--- src/rtl/core/ymf_pkg.sv ---
`default_nettype none
// ----------------------------------------------------------------------------
// ymf_pkg
// Shared types, line constants and the CRC-16/XMODEM byte step for the
// YMODEM packet framer.
// ----------------------------------------------------------------------------
package ymf_pkg;

    localparam int FS_W    = 22;
    localparam int BYTE_W  = 8;
    localparam int LANES_W = 64;
    localparam int LCNT_W  = 3;
    localparam int CNT_W   = 4;
    localparam int CRC_W   = 16;

    localparam logic [BYTE_W-1:0] HDR_SMALL = 8'h01;
    localparam logic [BYTE_W-1:0] HDR_LARGE = 8'h02;
    localparam logic [BYTE_W-1:0] PAD_BYTE  = 8'h1A;
    localparam logic [CRC_W-1:0]  CRC_POLY  = 16'h1021;

    typedef enum logic [2:0] {
        ST_IDLE,
        ST_BLK,
        ST_NBLK,
        ST_DATA,
        ST_PAD,
        ST_CRCH,
        ST_CRCL
    } t_state;

    typedef enum logic [2:0] {
        SEL_HDR,
        SEL_BLK,
        SEL_NBLK,
        SEL_DIN,
        SEL_DREG,
        SEL_PAD,
        SEL_CRCH,
        SEL_CRCL
    } t_byte_sel;

    // controller -> datapath
    typedef struct packed {
        logic      push;   // one line byte into the packer
        logic      last;   // last line byte of this input
        logic      start;  // open a packet, latch the input byte
        logic      data;   // file byte: crc, position, remaining
        logic      pad;    // padding byte: crc, position
        logic      close;  // CRC low byte: close the packet
        t_byte_sel sel;
    } t_cmd;

    // datapath -> controller
    typedef struct packed {
        logic in_packet;
        logic last_data;  // one file byte left
        logic pos_last;   // next payload byte fills the packet
        logic can_push;
    } t_status;

    function automatic logic [CRC_W-1:0] crc_byte(input logic [CRC_W-1:0] crc,
                                                  input logic [BYTE_W-1:0] b);
        logic [CRC_W-1:0] c;
        c = crc ^ {b, 8'h00};
        for (int k = 0; k < 8; k++) begin
            if (c[CRC_W-1]) begin
                c = {c[CRC_W-2:0], 1'b0} ^ CRC_POLY;
            end else begin
                c = {c[CRC_W-2:0], 1'b0};
            end
        end
        return c;
    endfunction

endpackage
`default_nettype wire

--- src/rtl/core/ymodem_packet_framer.sv ---
`default_nettype none
// ----------------------------------------------------------------------------
// ymodem_packet_framer
// Frames a byte stream into YMODEM data packets with CRC-16/XMODEM,
// up to eight line bytes to a result beat.
// ----------------------------------------------------------------------------
// Line bytes leave the framer one per cycle through an eight-lane packer
// while the output register has room. An input byte causes one line byte
// inside a packet, four for the byte that opens a packet
// (header, block number, inverse, data), two more for the byte that closes
// a packet (CRC high and low), and one more per padding byte after the
// last file byte (up to SMALL_PAYLOAD - 1). A new byte is taken only once
// the previous one's line bytes are all in the packer; a result waiting in
// the output register stalls the packer. file_size is picked up when the
// next file's first packet opens.
// ----------------------------------------------------------------------------
module ymodem_packet_framer #(
    parameter int LARGE_PAYLOAD = 1024,
    parameter int SMALL_PAYLOAD = 128
) (
    input  wire logic                           i_clk,
    input  wire logic                           i_rst_n,
    input  wire logic                           i_cfg_valid,
    output logic                                o_cfg_ready,
    input  wire logic [ymf_pkg::FS_W-1:0]       i_cfg_file_size,
    input  wire logic                           i_in_valid,
    output logic                                o_in_ready,
    input  wire logic [ymf_pkg::BYTE_W-1:0]     i_data_byte,
    output logic                                o_out_valid,
    input  wire logic                           i_out_ready,
    output logic [ymf_pkg::LANES_W-1:0]         o_byte_lanes,
    output logic [ymf_pkg::CNT_W-1:0]           o_byte_count,
    output logic                                o_packet_end,
    output logic                                o_file_end,
    output logic                                o_run_last
);

    ymf_pkg::t_cmd    cmd;
    ymf_pkg::t_status st;

    assign o_cfg_ready = 1'b1;

    ymf_ctrl u_ctrl (
        .i_clk      (i_clk),
        .i_rst_n    (i_rst_n),
        .i_in_valid (i_in_valid),
        .o_in_ready (o_in_ready),
        .i_st       (st),
        .o_cmd      (cmd)
    );

    ymf_datapath #(
        .LARGE_PAYLOAD (LARGE_PAYLOAD),
        .SMALL_PAYLOAD (SMALL_PAYLOAD)
    ) u_datapath (
        .i_clk           (i_clk),
        .i_rst_n         (i_rst_n),
        .i_cfg_we        (i_cfg_valid && o_cfg_ready),
        .i_cfg_file_size (i_cfg_file_size),
        .i_data_byte     (i_data_byte),
        .i_cmd           (cmd),
        .o_st            (st),
        .i_out_ready     (i_out_ready),
        .o_out_valid     (o_out_valid),
        .o_byte_lanes    (o_byte_lanes),
        .o_byte_count    (o_byte_count),
        .o_packet_end    (o_packet_end),
        .o_file_end      (o_file_end),
        .o_run_last      (o_run_last)
    );

endmodule
`default_nettype wire

--- src/rtl/core/ymf_ctrl.sv ---
`default_nettype none
// ----------------------------------------------------------------------------
// ymf_ctrl
// Sequencer of the framer: walks header, payload, padding and CRC bytes,
// one line byte per cycle while the result register has room, and issues commands to the datapath.
// ----------------------------------------------------------------------------
module ymf_ctrl (
    input  wire logic             i_clk,
    input  wire logic             i_rst_n,
    input  wire logic             i_in_valid,
    output logic                  o_in_ready,
    input  wire ymf_pkg::t_status i_st,
    output ymf_pkg::t_cmd         o_cmd
);

    ymf_pkg::t_state r_state;
    ymf_pkg::t_state n_state;
    logic            accept;
    logic            data_end;

    assign o_in_ready = (r_state == ymf_pkg::ST_IDLE) && i_st.can_push;
    assign accept     = i_in_valid && o_in_ready;
    // a file byte that neither ends the file nor fills the packet ends the input
    assign data_end   = !i_st.last_data && !i_st.pos_last;

    always_ff @(posedge i_clk) begin
        if (!i_rst_n) begin
            r_state <= ymf_pkg::ST_IDLE;
        end else begin
            r_state <= n_state;
        end
    end

    function automatic ymf_pkg::t_state after_data(input ymf_pkg::t_status st);
        if (st.pos_last) begin
            return ymf_pkg::ST_CRCH;
        end else if (st.last_data) begin
            return ymf_pkg::ST_PAD;
        end
        return ymf_pkg::ST_IDLE;
    endfunction

    always_comb begin
        n_state = r_state;
        unique case (r_state)
            ymf_pkg::ST_IDLE: begin
                if (accept) begin
                    n_state = i_st.in_packet ? after_data(i_st) : ymf_pkg::ST_BLK;
                end
            end
            ymf_pkg::ST_BLK:  if (i_st.can_push) n_state = ymf_pkg::ST_NBLK;
            ymf_pkg::ST_NBLK: if (i_st.can_push) n_state = ymf_pkg::ST_DATA;
            ymf_pkg::ST_DATA: if (i_st.can_push) n_state = after_data(i_st);
            ymf_pkg::ST_PAD: begin
                if (i_st.can_push && i_st.pos_last) n_state = ymf_pkg::ST_CRCH;
            end
            ymf_pkg::ST_CRCH: if (i_st.can_push) n_state = ymf_pkg::ST_CRCL;
            ymf_pkg::ST_CRCL: if (i_st.can_push) n_state = ymf_pkg::ST_IDLE;
            default:          n_state = ymf_pkg::ST_IDLE;
        endcase
    end

    always_comb begin
        o_cmd     = '0;
        o_cmd.sel = ymf_pkg::SEL_HDR;
        unique case (r_state)
            ymf_pkg::ST_IDLE: begin
                if (accept) begin
                    o_cmd.push = 1'b1;
                    if (!i_st.in_packet) begin
                        o_cmd.start = 1'b1;
                        o_cmd.sel   = ymf_pkg::SEL_HDR;
                    end else begin
                        o_cmd.data = 1'b1;
                        o_cmd.last = data_end;
                        o_cmd.sel  = ymf_pkg::SEL_DIN;
                    end
                end
            end
            ymf_pkg::ST_BLK: begin
                o_cmd.push = i_st.can_push;
                o_cmd.sel  = ymf_pkg::SEL_BLK;
            end
            ymf_pkg::ST_NBLK: begin
                o_cmd.push = i_st.can_push;
                o_cmd.sel  = ymf_pkg::SEL_NBLK;
            end
            ymf_pkg::ST_DATA: begin
                o_cmd.push = i_st.can_push;
                o_cmd.data = i_st.can_push;
                o_cmd.last = i_st.can_push && data_end;
                o_cmd.sel  = ymf_pkg::SEL_DREG;
            end
            ymf_pkg::ST_PAD: begin
                o_cmd.push = i_st.can_push;
                o_cmd.pad  = i_st.can_push;
                o_cmd.sel  = ymf_pkg::SEL_PAD;
            end
            ymf_pkg::ST_CRCH: begin
                o_cmd.push = i_st.can_push;
                o_cmd.sel  = ymf_pkg::SEL_CRCH;
            end
            ymf_pkg::ST_CRCL: begin
                o_cmd.push  = i_st.can_push;
                o_cmd.last  = i_st.can_push;
                o_cmd.close = i_st.can_push;
                o_cmd.sel   = ymf_pkg::SEL_CRCL;
            end
            default: ;
        endcase
    end

endmodule
`default_nettype wire

--- src/rtl/core/ymf_datapath.sv ---
`default_nettype none
// ----------------------------------------------------------------------------
// ymf_datapath
// File size register, packet counters, running CRC, the eight-lane byte
// packer and the result register.
// ----------------------------------------------------------------------------
module ymf_datapath #(
    parameter int LARGE_PAYLOAD = 1024,
    parameter int SMALL_PAYLOAD = 128
) (
    input  wire logic                           i_clk,
    input  wire logic                           i_rst_n,
    input  wire logic                           i_cfg_we,
    input  wire logic [ymf_pkg::FS_W-1:0]       i_cfg_file_size,
    input  wire logic [ymf_pkg::BYTE_W-1:0]     i_data_byte,
    input  wire ymf_pkg::t_cmd                  i_cmd,
    output ymf_pkg::t_status                    o_st,
    input  wire logic                           i_out_ready,
    output logic                                o_out_valid,
    output logic [ymf_pkg::LANES_W-1:0]         o_byte_lanes,
    output logic [ymf_pkg::CNT_W-1:0]           o_byte_count,
    output logic                                o_packet_end,
    output logic                                o_file_end,
    output logic                                o_run_last
);

    localparam int POS_W = $clog2(LARGE_PAYLOAD + 1);
    localparam logic [POS_W-1:0] LARGE_M1 = POS_W'(LARGE_PAYLOAD - 1);
    localparam logic [POS_W-1:0] SMALL_M1 = POS_W'(SMALL_PAYLOAD - 1);

    logic [ymf_pkg::FS_W-1:0]    r_file_size;
    logic [ymf_pkg::FS_W-1:0]    r_rem;
    logic [POS_W-1:0]            r_pos;
    logic                        r_large;
    logic [ymf_pkg::BYTE_W-1:0]  r_block;
    logic [ymf_pkg::CRC_W-1:0]   r_crc;
    logic                        r_in_packet;
    logic [ymf_pkg::BYTE_W-1:0]  r_byte;

    logic [ymf_pkg::LANES_W-1:0] r_acc;
    logic [ymf_pkg::LCNT_W-1:0]  r_cnt;
    logic                        r_out_valid;
    logic [ymf_pkg::LANES_W-1:0] r_out_lanes;
    logic [ymf_pkg::CNT_W-1:0]   r_out_count;
    logic                        r_out_packet_end;
    logic                        r_out_file_end;
    logic                        r_out_run_last;

    logic [ymf_pkg::FS_W-1:0]    rem_eff;
    logic                        large_eff;
    logic [POS_W-1:0]            psize_m1;
    logic                        can_push;
    logic [ymf_pkg::BYTE_W-1:0]  line_byte;
    logic [ymf_pkg::LANES_W-1:0] word;
    logic                        emit;

    // zero remaining between files means reload; a zero size counts as one byte
    always_comb begin
        if (r_rem != '0) begin
            rem_eff = r_rem;
        end else if (r_file_size == '0) begin
            rem_eff = ymf_pkg::FS_W'(1);
        end else begin
            rem_eff = r_file_size;
        end
    end

    assign large_eff = rem_eff >= ymf_pkg::FS_W'(LARGE_PAYLOAD);
    assign psize_m1  = r_large ? LARGE_M1 : SMALL_M1;
    assign can_push  = !r_out_valid || i_out_ready;

    assign o_st.in_packet = r_in_packet;
    assign o_st.last_data = r_rem == ymf_pkg::FS_W'(1);
    assign o_st.pos_last  = r_pos == psize_m1;
    assign o_st.can_push  = can_push;

    always_comb begin
        case (i_cmd.sel)
            ymf_pkg::SEL_HDR:  line_byte = large_eff ? ymf_pkg::HDR_LARGE : ymf_pkg::HDR_SMALL;
            ymf_pkg::SEL_BLK:  line_byte = r_block;
            ymf_pkg::SEL_NBLK: line_byte = ~r_block;
            ymf_pkg::SEL_DIN:  line_byte = i_data_byte;
            ymf_pkg::SEL_DREG: line_byte = r_byte;
            ymf_pkg::SEL_PAD:  line_byte = ymf_pkg::PAD_BYTE;
            ymf_pkg::SEL_CRCH: line_byte = r_crc[15:8];
            ymf_pkg::SEL_CRCL: line_byte = r_crc[7:0];
            default:           line_byte = ymf_pkg::PAD_BYTE;
        endcase
    end

    always_ff @(posedge i_clk) begin
        if (!i_rst_n) begin
            r_file_size <= ymf_pkg::FS_W'(1);
            r_rem       <= '0;
            r_pos       <= '0;
            r_large     <= 1'b0;
            r_block     <= ymf_pkg::BYTE_W'(1);
            r_crc       <= '0;
            r_in_packet <= 1'b0;
        end else begin
            if (i_cfg_we) begin
                r_file_size <= i_cfg_file_size;
            end
            if (i_cmd.start) begin
                r_rem       <= rem_eff;
                r_large     <= large_eff;
                r_pos       <= '0;
                r_crc       <= '0;
                r_in_packet <= 1'b1;
            end
            if (i_cmd.data || i_cmd.pad) begin
                r_crc <= ymf_pkg::crc_byte(r_crc, line_byte);
                r_pos <= r_pos + POS_W'(1);
            end
            if (i_cmd.data) begin
                r_rem <= r_rem - ymf_pkg::FS_W'(1);
            end
            if (i_cmd.close) begin
                r_in_packet <= 1'b0;
                r_pos       <= '0;
                r_block     <= (r_rem == '0) ? ymf_pkg::BYTE_W'(1)
                                             : r_block + ymf_pkg::BYTE_W'(1);
            end
        end
    end

    always_ff @(posedge i_clk) begin
        if (i_cmd.start) begin
            r_byte <= i_data_byte;
        end
    end

    // packer: a result leaves when eight lanes are full or the input's bytes end
    always_comb begin
        word = r_acc;
        word[{r_cnt, 3'b000} +: ymf_pkg::BYTE_W] = line_byte;
    end

    assign emit = i_cmd.push && ((r_cnt == '1) || i_cmd.last);

    always_ff @(posedge i_clk) begin
        if (!i_rst_n) begin
            r_acc       <= '0;
            r_cnt       <= '0;
            r_out_valid <= 1'b0;
        end else begin
            if (emit) begin
                r_acc       <= '0;
                r_cnt       <= '0;
                r_out_valid <= 1'b1;
            end else begin
                if (i_cmd.push) begin
                    r_acc <= word;
                    r_cnt <= r_cnt + ymf_pkg::LCNT_W'(1);
                end
                if (i_out_ready) begin
                    r_out_valid <= 1'b0;
                end
            end
        end
    end

    always_ff @(posedge i_clk) begin
        if (emit) begin
            r_out_lanes      <= word;
            r_out_count      <= {1'b0, r_cnt} + ymf_pkg::CNT_W'(1);
            r_out_packet_end <= i_cmd.close;
            r_out_file_end   <= i_cmd.close && (r_rem == '0);
            r_out_run_last   <= i_cmd.last;
        end
    end

    assign o_out_valid  = r_out_valid;
    assign o_byte_lanes = r_out_lanes;
    assign o_byte_count = r_out_count;
    assign o_packet_end = r_out_packet_end;
    assign o_file_end   = r_out_file_end;
    assign o_run_last   = r_out_run_last;

`ifndef ASSERT_OFF
    a_push_room: assert property (@(posedge i_clk) disable iff (!i_rst_n)
        i_cmd.push |-> can_push)
        else $error("line byte pushed while result register blocked");
    a_file_end_closes: assert property (@(posedge i_clk) disable iff (!i_rst_n)
        r_out_valid && r_out_file_end |-> r_out_packet_end && r_out_run_last)
        else $error("file end without packet end on last beat");
    a_pos_bound: assert property (@(posedge i_clk) disable iff (!i_rst_n)
        r_pos <= psize_m1 + POS_W'(1))
        else $error("payload position beyond packet size");
    a_closed_pos: assert property (@(posedge i_clk) disable iff (!i_rst_n)
        !r_in_packet |-> r_pos == '0)
        else $error("payload position held outside a packet");
    a_start_closed: assert property (@(posedge i_clk) disable iff (!i_rst_n)
        i_cmd.start |-> !r_in_packet && !i_cmd.data && !i_cmd.pad)
        else $error("packet opened while one is open");
`endif

endmodule
`default_nettype wire
--- config.mk ---
export PLATFORM = sky130hd
export DESIGN_NAME = ymodem_packet_framer
export DESIGN_NICKNAME = d
export VERILOG_FILES = /design/src/rtl/core/ymf_pkg.sv /design/src/rtl/core/ymodem_packet_framer.sv /design/src/rtl/core/ymf_ctrl.sv /design/src/rtl/core/ymf_datapath.sv
export SDC_FILE = /design/constraint.sdc
export NUM_CORES = 1
export LEC_CHECK = 0
export BUFFER_PORTS_ARGS = -buffer_cell sky130_fd_sc_hd__buf_2
export CAP_MARGIN = 20
export CORE_ASPECT_RATIO = 0.9
export CORE_UTILIZATION = 45
export CTS_CLUSTER_DIAMETER = 150
export CTS_CLUSTER_SIZE = 14
export DETAILED_ROUTE_END_ITERATION = 16
export PLACE_DENSITY_LB_ADDON = 0.15
export SLEW_MARGIN = 20
export SYNTH_ARGS = -nofsm -noshare
export SYNTH_HDL_FRONTEND = slang
export SYNTH_HIERARCHICAL = 1
export SYNTH_SLANG_ARGS = --single-unit
--- constraint.sdc ---
create_clock -name i_clk -period 3.72 [get_ports i_clk]
set_clock_uncertainty 0.05 [all_clocks]
set_input_delay 0.558 -clock i_clk [delete_from_list [all_inputs] [get_ports i_clk]]
set_output_delay 0.558 -clock i_clk [all_outputs]
set_load 0.05 [all_outputs]
==> impl_metrics.sql, run 1 <==
INSERT INTO impl_metrics (metric_group, metric, value, unit) VALUES
('worst_hold_path', 'timing.hold.worst.class', 'in -> reg', ''),
('sta', 'timing_worst_slew_pin_value', '0.939', 'ns'),
('logic_synthesis', 'mappedNetlistNets', '1132', ''),
('logic_synthesis', 'synth.distinct_cells', '80', ''),
('placed_design', 'gp_congestion', '0.863', ''),
('die', 'design.core.area', '22500', 'µm²'),
('layout', 'num_antenna_cells', '0', ''),
('sta', 'setup_repair_after_global_routing_missed_its_margin', 'false', ''),
('worst_setup_path', 'worstPathCellList', 'a31oi_1, or3_2, o21ai_1, buf_12, inv_1, mux4_2, nand2_1, o221ai_1, nand2_1, o21ai_0, nor2b_1', ''),
('worst_setup_path', 'worst-setup-path-type', 'reg -> reg', ''),
('die', 'initial_utilization', '45.8', '%'),
('worst_setup_path', 'max_stage_delay', '0.60', 'ns'),
('route', 'route.detailed.vias_per_inst', '5.35', ''),
('clock_network', 'cts_tree', 'yes', ''),
('global_route', 'first_global_vias', '7388', ''),
('logic_synthesis', 'number_of_synthesized_flops_with_an_enable_pin', '79', ''),
('logic_synthesis', 'post-synth-top-area-cell', 'dfxtp_1', ''),
('worst_setup_path', 'critPathRequiredTime', '4.04', 'ns'),
('status', 'run_status', 'finished clean', ''),
('route', 'vias_after_detailed_routing', '8020', ''),
('global_route', 'antenna_found_initial', '0', ''),
('job', 'maximum_capacitance_violations', '0', ''),
('route', 'ant_nets', '0', ''),
('logic_synthesis', 'synth_top_cells_by_count', 'nor2_1 (165), dfxtp_1 (152), nand2_1 (146), edfxtp_1 (79), o21ai_0 (72)', ''),
('logic_synthesis', 'syn_area_per_cell', '9.51', 'µm²'),
('clock_network', 'cts_bufs_inserted', '20', ''),
('global_route', 'grt_max_degree', '68', ''),
('logic_synthesis', 'postSynth.asyncResetShare', '0', '%'),
('layout', 'p_r_area_growth_vs_syn', '14.5', '%'),
('sta', 'timing.max_slew.rel_slack', '37.3', '%'),
('logic_synthesis', 'synth_top_cells_by_area', 'dfxtp_1 (29%), edfxtp_1 (23%), nor2_1 (6.0%), nand2_1 (5.3%), mux2i_1 (5.0%)', ''),
('worst_setup_path', 'critical_path.max_fanout', '23', ''),
('clock_network', 'postCtsHoldBufs', '0', ''),
('layout', 'num-nets-final', '1235', ''),
('global_route', 'track_usage', '20.8', '%'),
('clock_network', 'cts.repair.resized', '0', ''),
('die', 'floorplan.die.height', '146', 'µm'),
('die', 'design.die.area', '23500', 'µm²'),
('sta', 'finalSetupViolations', '0', ''),
('logic_synthesis', 'synth_area', '10300', 'µm²'),
('logic_synthesis', 'fraction_of_synthesized_cell_area_taken_by_the_top_area_cell_type', '29.5', '%'),
('pwr', 'irDropWorstVdd', '538', 'µV'),
('layout', 'layout-drive-gt1-share', '16.6', '%'),
('clock_network', 'cts_setup_buffers', '0', ''),
('route', 'drtIter0Drc', '629', ''),
('pwr', 'p_leak', '0.00445', 'µW'),
('logic_synthesis', 'synth_cells', '1085', ''),
('route', 'drt_pass1_iterations', '5', ''),
('placed_design', 'io_buffer_count', '107', ''),
('sta', 'holdWs', '0.195', 'ns'),
('sta', 'timing.setup.tns', '0', 'ns'),
('sta', 'final.min_clock_period', '3.11', 'ns'),
('die', 'num_io_pins', '109', ''),
('pwr', 'power', '10000', 'µW'),
('worst_setup_path', 'endpoint_kind', 'flop', ''),
('clock_network', 'worst_setup_hold_path_clk_slew', '0.07', 'ns'),
('placed_design', 'place_hpwl', '16.6', 'mm'),
('sta', 'peak_freq', '0.322', 'GHz'),
('clock_network', 'clockBufferDepth', '3', ''),
('logic_synthesis', 'synth_most_common_cell', 'nor2_1', ''),
('worst_setup_path', 'worst_path_max_delay_cell', 'dfxtp_1', ''),
('sta', 'hold_violations', '0', ''),
('pwr', 'powerDensity', '848', 'nW/µm²'),
('sta', 'final_max_slew_viol_count', '0', ''),
('die', 'fp.dieW', '162', 'µm'),
('worst_setup_path', 'critPathMostFrequentCell', 'nand2_1', ''),
('worst_setup_path', 'arrival_time_at_the_worst_endpoint', '3.43', 'ns'),
('logic_synthesis', 'yosys_reg_bits', '231', ''),
('global_route', 'grt.overflow.total', '0', ''),
('logic_synthesis', 'synth-seq-area-share', '52.5', '%'),
('clock_network', 'htree_num_levels', '1', '');
[critical path, delay by kind of cell, from the launching register on]
family	cells	cell delay [ns]
AO/OA/AOI/OAI	4	0.69
buffers and inverters	2	0.28
AND/OR/NAND/NOR	4	0.90
flip-flops	1	0.60
multiplexers	1	0.43
[flip-flops by register name, indices dropped and copies added (netlist names)]
signal and flops:
u_ctrl/r_state 3, u_datapath/o_byte_count 4, u_datapath/o_byte_lanes 64, u_datapath/o_file_end 1, u_datapath/o_out_valid 1, u_datapath/o_packet_end 1, u_datapath/o_run_last 1, u_datapath/r_acc 64
u_datapath/r_block 8, u_datapath/r_byte 8, u_datapath/r_cnt 3, u_datapath/r_crc 16, u_datapath/r_file_size 22, u_datapath/r_in_packet 1, u_datapath/r_large 1, u_datapath/r_pos 11
u_datapath/r_rem 22
[path summary, 6_finish.rpt]
check                                    start                                end  slack [ns]  depth (start not counted)
min reg2reg  u_datapath/r_acc[42]$_SDFFE_PP0P_  u_datapath/r_acc[42]$_SDFFE_PP0P_        0.41                          2
max reg2reg     u_ctrl/r_state[0]$_SDFFE_PN0P_  u_datapath/r_acc[56]$_SDFFE_PP0P_        0.61                         11
min                             i_data_byte[5]     u_datapath/r_byte[5]$_DFFE_PP_        0.20                          1
max             u_ctrl/r_state[0]$_SDFFE_PN0P_  u_datapath/r_acc[56]$_SDFFE_PP0P_        0.61                         11
[routing by layer]
layer / vias to the layer above / part of all wire, % / track usage (%) / routed length [µm]
met5: - / 0 / 0 / 0
met4: 0 / 2.1 / 5.09 / 498
met3: 34 / 4.9 / 2.56 / 1190
met2: 200 / 41 / 29.9 / 9970
met1: 3754 / 52 / 32.8 / 12500
li1: 4032 / - / - / -
[cell type report]
type,count,area (µm²)
Multi-Input combinational cell,778,4590
Fill cell,2126,10700
Clock inverter,1,8.76
Inverter,18,67.6
Tap cell,297,372
Sequential cell,231,5420
Timing Repair Buffer,139,788
Clock buffer,34,574
[layout by cell type (no fill, tap or decap), drive strengths merged, types with 28 or more instances in the layout]
master and n:
o21ai 78, nand2 146, buf 139, dfxtp 152
nor2 165, edfxtp 79, a21oi 57, mux2i 52
clkbuf 34, a211oi 28
[cells by family after synthesis]
| group | after synthesis | share of synthesized area, % |
|---|---|---|
| XOR/XNOR | 32 | 3.07 |
| flip-flops | 231 | 52.5 |
| adder cells (fa/ha/maj) | 12 | 1.45 |
| multiplexers | 61 | 6.13 |
| other | 1 | 0.0363 |
| AND/OR/NAND/NOR | 448 | 20.0 |
| AO/OA/AOI/OAI | 224 | 13.6 |
| buffers and inverters | 76 | 3.31 |
[per-stage QoR]
stage,instances,util [%],setup slack [ns],instance area [µm²]
floorplan,1085,-,0.302,10300
global placement,1463,49.9,0.372,11200
detailed placement,1463,49.9,0.370,11200
CTS,1498,52.5,0.613,11800
global route,1498,52.5,0.366,11800
finish,1498,52.5,0.612,11800
[power breakdown]
part           internal [µW]  switching [µW]  leakage, µW
registers               3060             334      0.00197
clock network           1050             925     0.000279
logic                   1680            2970      0.00221
total                   5800            4220      0.00445
(Power assumes the default switching activity.)
==> inputs of run 2 (changes only) <==
Settings changed: ABC_AREA set to 1.
Clock period 3.72 ns to 2.7 ns, I/O delays scaled along.
==> run 2 against run 1 <==
The run now ends with setup timing left. Sequential power is 52% higher. Worst setup slack lost 0.64 ns. First-iteration DRC count grew 41%. Critical endpoint is now u_datapath/r_acc[8]$_SDFFE_PP0P_. Count of clock-buffer cells in the layout is 3 lower. Highest routed layer unchanged.
==> impl_metrics.sql, run 2 <==
INSERT INTO impl_metrics (metric_group, metric, value, unit) VALUES
('placed_design', 'place_hpwl', '19.8', 'mm'),
('global_route', 'grt_util_met3', '2.36', '%'),
('logic_synthesis', 'mappedNetlistNets', '1482', ''),
('worst_setup_path', 'crit-reg2reg-launch', 'u_datapath/r_pos[1]$_SDFFE_PP0P_', ''),
('logic_synthesis', 'yosysWarnings', '6', ''),
('die', 'fp.dieW', '169', 'µm'),
('sta', 'timing.max_slew.rel_slack', '49.8', '%'),
('sta', 'timing.setup.tns', '-0.389', 'ns'),
('worst_setup_path', 'arrival_time_at_the_worst_endpoint', '3.10', 'ns'),
('global_route', 'antenna_found_initial', '0', ''),
('pwr', 'powerDensity', '1360', 'nW/µm²'),
('route', 'drt_drc_violations_left', '0', ''),
('sta', 'period_utilisation_layout', '101', '%'),
('route', 'wl', '29.8', 'mm'),
('layout', 'area_of_combinational_cells_with_multiple_inputs', '5070', 'µm²'),
('sta', 'final_max_slew_viol_count', '0', ''),
('layout', 'final.fill_count', '2221', ''),
('clock_network', 'htree_num_levels', '1', ''),
('clock_network', 'cts-root-buf', 'clkbuf_16', ''),
('logic_synthesis', 'synth_top_cells_by_area', 'dfxtp_1 (27%), edfxtp_1 (21%), nand2_1 (7.8%), inv_1 (7.7%), o21ai_0 (6.4%)', ''),
('logic_synthesis', 'post-synth-top-area-cell', 'dfxtp_1', ''),
('logic_synthesis', 'postSynth.asyncResetShare', '0', '%'),
('route', 'drtIter0Drc', '890', ''),
('layout', 'layout-drive-gt1-share', '25.1', '%'),
('status', 'failed_checks', 'setup timing', ''),
('worst_hold_path', 'timing.hold.worst.class', 'in -> reg', ''),
('pwr', 'p_leak', '0.00615', 'µW'),
('global_route', 'track_usage', '21.9', '%'),
('die', 'num_io_pins', '109', ''),
('global_route', 'top_usage_layer', 'met2', ''),
('die', 'initial_utilization', '46.2', '%'),
('placed_design', 'io_buffer_count', '107', ''),
('placed_design', 'gp_congestion', '0.869', ''),
('job', 'maximum_capacitance_violations', '0', ''),
('logic_synthesis', 'yosys_reg_bits', '231', ''),
('route', 'ant_nets', '0', ''),
('pwr', 'power', '19200', 'µW'),
('placed_design', 'dpl-instance-area', '12800', 'µm²'),
('worst_setup_path', 'worst_path_max_delay_cell', 'dfxtp_4', ''),
('worst_setup_path', 'critPathLaunchType', 'flop', ''),
('layout', 'stdcell_count', '1980', ''),
('global_route', 'grt.overflow.total', '0', ''),
('global_route', 'grt_pass1_wl', '45.6', 'mm'),
('global_route', 'grt_util_met1', '32.2', '%'),
('sta', 'final.min_clock_period', '2.73', 'ns'),
('route', 'wl_per_cell', '15.0', 'µm'),
('layout', 'num_antenna_cells', '0', ''),
('logic_synthesis', 'synth-seq-area-share', '48.0', '%'),
('logic_synthesis', 'synth_cells', '1435', ''),
('global_route', 'first_global_vias', '8952', ''),
('global_route', 'grt_util_met2', '34.7', '%'),
('worst_setup_path', 'endpoint_kind', 'flop', ''),
('sta', 'finalSetupViolations', '38', ''),
('worst_setup_path', 'critPathLaunch', 'u_datapath/r_pos[1]$_SDFFE_PP0P_', ''),
('layout', 'final-seq-area', '5430', 'µm²'),
('logic_synthesis', 'synth_area', '11300', 'µm²'),
('worst_setup_path', 'critical_path.max_fanout', '8', ''),
('worst_setup_path', 'critPathRequiredTime', '3.08', 'ns'),
('sta', 'hold_violations', '0', ''),
('sta', 'final_critical_path_setup_slack', '-0.0263', 'ns'),
('die', 'design.core.area', '24400', 'µm²'),
('layout', 'post-route-cell-area', '14100', 'µm²'),
('layout', 'layout_common_cells', 'inv_1 (224), nand2_1 (220), dfxtp_1 (147), o21ai_0 (122)', ''),
('die', 'rows', '54', ''),
('logic_synthesis', 'dominantRegCellSynth', 'dfxtp_1', ''),
('route', 'route.detailed.vias_per_inst', '5.07', ''),
('route', 'vias_after_detailed_routing', '10047', ''),
('logic_synthesis', 'number_of_synthesized_flops_with_an_enable_pin', '79', ''),
('clock_network', 'cts_bufs_inserted', '20', ''),
('logic_synthesis', 'syn_area_per_cell', '7.86', 'µm²'),
('clock_network', 'worst_setup_hold_path_clk_slew', '0.07', 'ns'),
('layout', 'final_common_cell', 'inv_1', ''),
('sta', 'setup_repair_after_global_routing_missed_its_margin', 'true', ''),
('clock_network', 'worstSkewPairLatency', '0.52', 'ns'),
('sta', 'peak_freq', '0.367', 'GHz'),
('worst_setup_path', 'worst-setup-path-type', 'reg -> reg', ''),
('clock_network', 'cts_tree', 'yes', ''),
('route', 'drt_pass1_iterations', '5', ''),
('die', 'design.die.area', '25700', 'µm²'),
('worst_setup_path', 'critical_path_buf_inv_count', '6', ''),
('clock_network', 'clockBufferDepth', '3', ''),
('global_route', 'grt_max_degree', '78', ''),
('sta', 'timing_worst_slew_pin_value', '0.754', 'ns'),
('placed_design', 'placed_cells', '1916', ''),
('pwr', 'irDropWorstVdd', '805', 'µV'),
('logic_synthesis', 'synth_top_cells_by_count', 'nand2_1 (233), inv_1 (230), dfxtp_1 (152), o21ai_0 (145), nor2_1 (128)', ''),
('logic_synthesis', 'synth.distinct_cells', '58', ''),
('layout', 'p_r_area_growth_vs_syn', '24.9', '%'),
('worst_setup_path', 'max_stage_delay', '0.37', 'ns'),
('die', 'floorplan.die.height', '152', 'µm'),
('logic_synthesis', 'fraction_of_synthesized_cell_area_taken_by_the_top_area_cell_type', '27.0', '%'),
('worst_setup_path', 'critical_path.top_delay_family', 'simple AND/OR/NAND/NOR gates', ''),
('logic_synthesis', 'synth_most_common_cell', 'nand2_1', ''),
('layout', 'num-nets-final', '1681', ''),
('status', 'run_status', 'complete, but fails checks', ''),
('worst_setup_path', 'worstPathCellList', 'ha_4, inv_2, nor3_4, inv_2, nor2_4, nand2_2, nor4_4, or2_1, inv_1, nand2_1, nand2_2, o21ai_4, clkinvlp_4, nor2_4, buf_6, clkbuf_16, o21ai_1, a21oi_1', ''),
('clock_network', 'sinks_on_the_clock_net', '231', ''),
('worst_hold_path', 'hp_start', 'i_data_byte[4]', '');
==> run 2: routing by layer <==
| metal | vias to the layer above | wire, µm |
|---|---|---|
| met5 | - | 0 |
| met4 | 0 | 471 |
| met3 | 37 | 1580 |
| met2 | 287 | 13400 |
| met1 | 4623 | 14300 |
| li1 | 5100 | - |
==> run 2: where the power goes <==
| part | switching (µW) | internal (µW) |
|---|---|---|
| combinational | 7350 | 4000 |
| sequential | 486 | 4660 |
| clock | 1290 | 1430 |
==> run 2: kinds of logic (layout without fill, tap and decap cells) <==
logic type / after synthesis / in the layout / share of synthesized area [%]
buffers and inverters: 302 / 511 / 10.6
adder cells (fa/ha/maj): 12 / 12 / 1.33
AND/OR/NAND/NOR: 511 / 511 / 21.2
flip-flops: 231 / 231 / 48.0
XOR/XNOR: 19 / 19 / 1.54
other: 1 / 1 / 0.0333
AO/OA/AOI/OAI: 359 / 359 / 17.3
==> run 2: repair_timing <==
| item | CTS | global route |
|---|---|---|
| buffers inserted | 4 | 21 |
| hold buffers | 0 | 0 |
| endpoints found under the setup margin | 19 | 208 |
| cloned | 0 | 7 |
| pin swaps | 4 | 27 |
| gates resized for setup | 11 | 101 |
==> run 2: metrics by stage <==
step / hold slack, ns / util, % / worst slack (ns)
finish: 0.0469 / 57.7 / -0.0263
floorplan: 0.371 / - / -0.787
CTS: 0.0346 / 55.0 / 0.00627
global route: 0.0316 / 57.7 / -0.206
global placement: 0.388 / 52.4 / -0.139
detailed placement: 0.388 / 52.4 / -0.173
==> run 2: worst paths after layout <==
kind / endpoint / slack (ns) / cells past startpoint
hold reg to reg: u_datapath/r_crc[9]$_SDFFE_PN0P_ / 0.42 / 2
setup reg to reg: u_datapath/r_acc[8]$_SDFFE_PP0P_ / -0.03 / 18
setup / recovery: u_datapath/r_acc[8]$_SDFFE_PP0P_ / -0.03 / 18
hold / removal: u_datapath/r_byte[4]$_DFFE_PP_ / 0.05 / 1
==> run 2: area by class of cell <==
| class | instances | share of cell area, % |
|---|---|---|
| inverters | 244 | 6.53 |
| clock inverters | 1 | 0.0622 |
| repair buffers | 235 | 11.8 |
| multi-input cells | 902 | 36.0 |
| flip-flops and latches | 231 | 38.6 |
| well taps | 336 | 2.99 |
| clock buffers | 31 | 4.00 |
==> inputs of run 3 (changes only) <==
Settings changed: TNS_END_PERCENT set to 20.
Clock period 2.7 ns to 2.6 ns, I/O delays scaled along.
==> run 3 against run 2 <==
The run still ends with setup timing left. Register-to-register slack got worse by 0.09 ns. Routed wire length up 4.0%. Critical path depth increased by 3. Final cell count is 1.8% higher. Count of clock-buffer cells in the layout grew 3. Die area is the same. Total power grew 9.9%. Sequential share of layout area shrank 2.3 points. Critical path type unchanged. Largest cell class is now multi-input gates.
==> impl_metrics.sql, run 3 (synthesis results as in run 2) <==
INSERT INTO impl_metrics (metric_group, metric, value, unit) VALUES
('pwr', 'pwr-share-clk', '13.4', '%'),
('pwr', 'p_seq_share', '25.3', '%'),
('clock_network', 'clockBufferDepth', '3', ''),
('worst_setup_path', 'worst_r2r_endpoint', 'u_datapath/r_crc[13]$_SDFFE_PN0P_', ''),
('pwr', 'irDropWorstVdd', '677', 'µV'),
('route', 'route.detailed.vias_per_inst', '5.14', ''),
('layout', 'layout-drive-gt1-share', '33.1', '%'),
('clock_network', 'worstSkewPairLatency', '0.51', 'ns'),
('pwr', 'swShare', '47.9', '%'),
('layout', 'final_common_cell', 'inv_1', ''),
('sta', 'timing_worst_slew_pin_value', '0.884', 'ns'),
('placed_design', 'gp_congestion', '0.920', ''),
('worst_setup_path', 'crit-reg2reg-launch', 'u_ctrl/r_state[0]$_SDFFE_PN0P_', ''),
('route', 'drt_drc_violations_left', '0', ''),
('route', 'ant_nets', '0', ''),
('worst_setup_path', 'critPathLaunchType', 'flop', ''),
('global_route', 'grt_pass1_wl', '48.0', 'mm'),
('worst_hold_path', 'whs_endpoint', 'u_datapath/r_byte[3]$_DFFE_PP_', ''),
('worst_setup_path', 'endpoint_kind', 'flop', ''),
('sta', 'final_critical_path_setup_slack', '-0.113', 'ns'),
('pwr', 'comb_power_share', '61.3', '%'),
('die', 'rows', '54', ''),
('global_route', 'grt.overflow.total', '0', ''),
('sta', 'period_utilisation_layout', '104', '%'),
('clock_network', 'postCtsHoldBufs', '0', ''),
('layout', 'num_antenna_cells', '0', ''),
('pwr', 'powerDensity', '1410', 'nW/µm²'),
('worst_hold_path', 'worst_hold_stages', '1', ''),
('sta', 'timing.setup.tns', '-2.35', 'ns'),
('route', 'drt_pass1_iterations', '5', ''),
('worst_hold_path', 'timing.hold.worst.class', 'in -> reg', ''),
('sta', 'hold_violations', '0', ''),
('status', 'run_status', 'complete, but fails checks', ''),
('placed_design', 'pre_cts_ws', '-0.433', 'ns'),
('global_route', 'track_usage', '23.0', '%'),
('sta', 'final.min_clock_period', '2.71', 'ns'),
('layout', 'num-nets-final', '1713', ''),
('clock_network', 'cts-root-buf', 'clkbuf_16', ''),
('placed_design', 'io_buffer_count', '107', ''),
('layout', 'final.fill_count', '2108', ''),
('clock_network', 'sinks_on_the_clock_net', '231', ''),
('worst_hold_path', 'hp_start', 'i_data_byte[3]', ''),
('worst_setup_path', 'critical_path.max_fanout', '5', ''),
('sta', 'peak_freq', '0.369', 'GHz'),
('pwr', 'internal-power', '11000', 'µW'),
('global_route', 'first_global_vias', '9432', ''),
('clock_network', 'cts_tree', 'yes', ''),
('sta', 'timing.max_slew.rel_slack', '41.0', '%'),
('worst_setup_path', 'arrival_time_at_the_worst_endpoint', '3.10', 'ns'),
('worst_setup_path', 'r2r_depth', '21', ''),
('status', 'failed_checks', 'setup timing', ''),
('layout', 'layout_common_cells', 'inv_1 (224), nand2_1 (189), dfxtp_1 (148), buf_4 (135), buf_2 (107)', ''),
('pwr', 'net_switching_power', '10100', 'µW'),
('placed_design', 'place_hpwl', '20.5', 'mm'),
('clock_network', 'worst_setup_hold_path_clk_slew', '0.07', 'ns'),
('route', 'wl', '30.9', 'mm'),
('route', 'wl_per_cell', '15.4', 'µm'),
('die', 'design.core.area', '24400', 'µm²'),
('worst_setup_path', 'worst-setup-path-type', 'reg -> reg', ''),
('pwr', 'p_leak', '0.00650', 'µW'),
('job', 'maximum_capacitance_violations', '0', ''),
('clock_network', 'cts_bufs_inserted', '20', ''),
('die', 'floorplan.die.height', '152', 'µm'),
('worst_setup_path', 'r2r_setup_slack', '-0.11', 'ns'),
('die', 'initial_utilization', '46.2', '%'),
('placed_design', 'dpl-instance-area', '13000', 'µm²'),
('global_route', 'antenna_found_initial', '0', ''),
('clock_network', 'htree_num_levels', '1', ''),
('sta', 'finalSetupViolations', '47', ''),
('layout', 'post-route-cell-area', '15000', 'µm²'),
('route', 'drtIter0Drc', '829', ''),
('route', 'vias_after_detailed_routing', '10348', ''),
('sta', 'final_max_slew_viol_count', '0', ''),
('die', 'num_io_pins', '109', ''),
('layout', 'p_r_area_growth_vs_syn', '32.7', '%'),
('die', 'fp.dieW', '169', 'µm'),
('worst_setup_path', 'critPathRequiredTime', '2.98', 'ns'),
('sta', 'setup_repair_after_global_routing_missed_its_margin', 'true', ''),
('global_route', 'grt_max_degree', '69', ''),
('die', 'design.die.area', '25700', 'µm²');
==> run 3: cell types whose count changed in the layout (fill, tap and decap cells not counted), sizes merged <==
cell,change
buf,+32
clkbuf,+3
==> run 3: how the worst max path moves through the flow <==
stage                                           startpoint                                 to  slack [ns]  cells after the start
after floorplan           u_datapath/r_pos[0]$_SDFFE_PP0P_  u_datapath/r_acc[50]$_SDFFE_PP0P_       -0.89                     19
after global placement                         i_out_ready  u_datapath/r_crc[14]$_SDFFE_PN0P_       -0.27                     19
after detailed placement                       i_out_ready  u_datapath/r_crc[14]$_SDFFE_PN0P_       -0.43                     18
after CTS                   u_ctrl/r_state[1]$_SDFFE_PN0P_  u_datapath/r_crc[15]$_SDFFE_PN0P_       -0.06                     18
after global routing        u_ctrl/r_state[0]$_SDFFE_PN0P_  u_datapath/r_crc[13]$_SDFFE_PN0P_       -0.32                     21
final                       u_ctrl/r_state[0]$_SDFFE_PN0P_  u_datapath/r_crc[13]$_SDFFE_PN0P_       -0.11                     21
==> run 3: per-layer routing <==
metal | up-vias | track usage [%] | wire length [µm]
li1 | 5190 | - | -
met1 | 4769 | 33.6 | 14500
met2 | 328 | 36.1 | 13700
met3 | 61 | 3.12 | 2050
met4 | 0 | 4.94 | 688
met5 | - | 0 | 0
==> run 3: final cells by class <==
class                      instances  area, µm²  share of cell area [%]
multi-input combinational        902       5610                    37.5
sequential                       231       5430                    36.3
timing repair buffer             267       1980                    13.2
inverter                         244        937                    6.26
clock buffer                      34        574                    3.84
tap                              336        420                    2.81
clock inverter                     1       8.76                  0.0585
==> run 3: metrics by stage <==
step	total power, µW	cells	utilization, %	hold WS (ns)
floorplan	13000	1435	-	0.371
global placement	16100	1945	53.4	0.404
detailed placement	16300	1945	53.4	0.408
CTS	19700	1994	57.7	0.0357
global route	22500	2015	61.3	0.0304
finish	21100	2015	61.3	0.0463
==> run 3: power groups by stage <==
stage	clock network, µW	logic (µW)	registers, µW
after global placement	0	10700	5340
final	2830	12900	5340
after CTS	2870	11500	5300
after floorplan	0	6880	6130
after detailed placement	0	10900	5350
after global routing	3020	14100	5430
==> run 3: critical path: stages, from the launching register on <==
cell     delay (ns)
dfxtp_4        0.38
nor2_4         0.05
buf_4          0.12
buf_4          0.13
nand2_2        0.08
nand3_4        0.10
buf_4          0.17
nand3_4        0.11
buf_6          0.11
nor2_4         0.03
nor2_2         0.12
nand2_2        0.09
nor2_4         0.15
nand2_1        0.09
nand2_2        0.12
xor2_2         0.20
inv_1          0.07
nand2_2        0.08
nand2_2        0.08
nand2_2        0.07
nand3_2        0.06
a21oi_2        0.16
==> run 3: timing repair <==
action                     4_1_cts  5_1_grt
setup buffers                   16       15
pin swaps                       33       51
resized for setup               88      202
gates cloned                     0        6
setup endpoints to repair      201      213
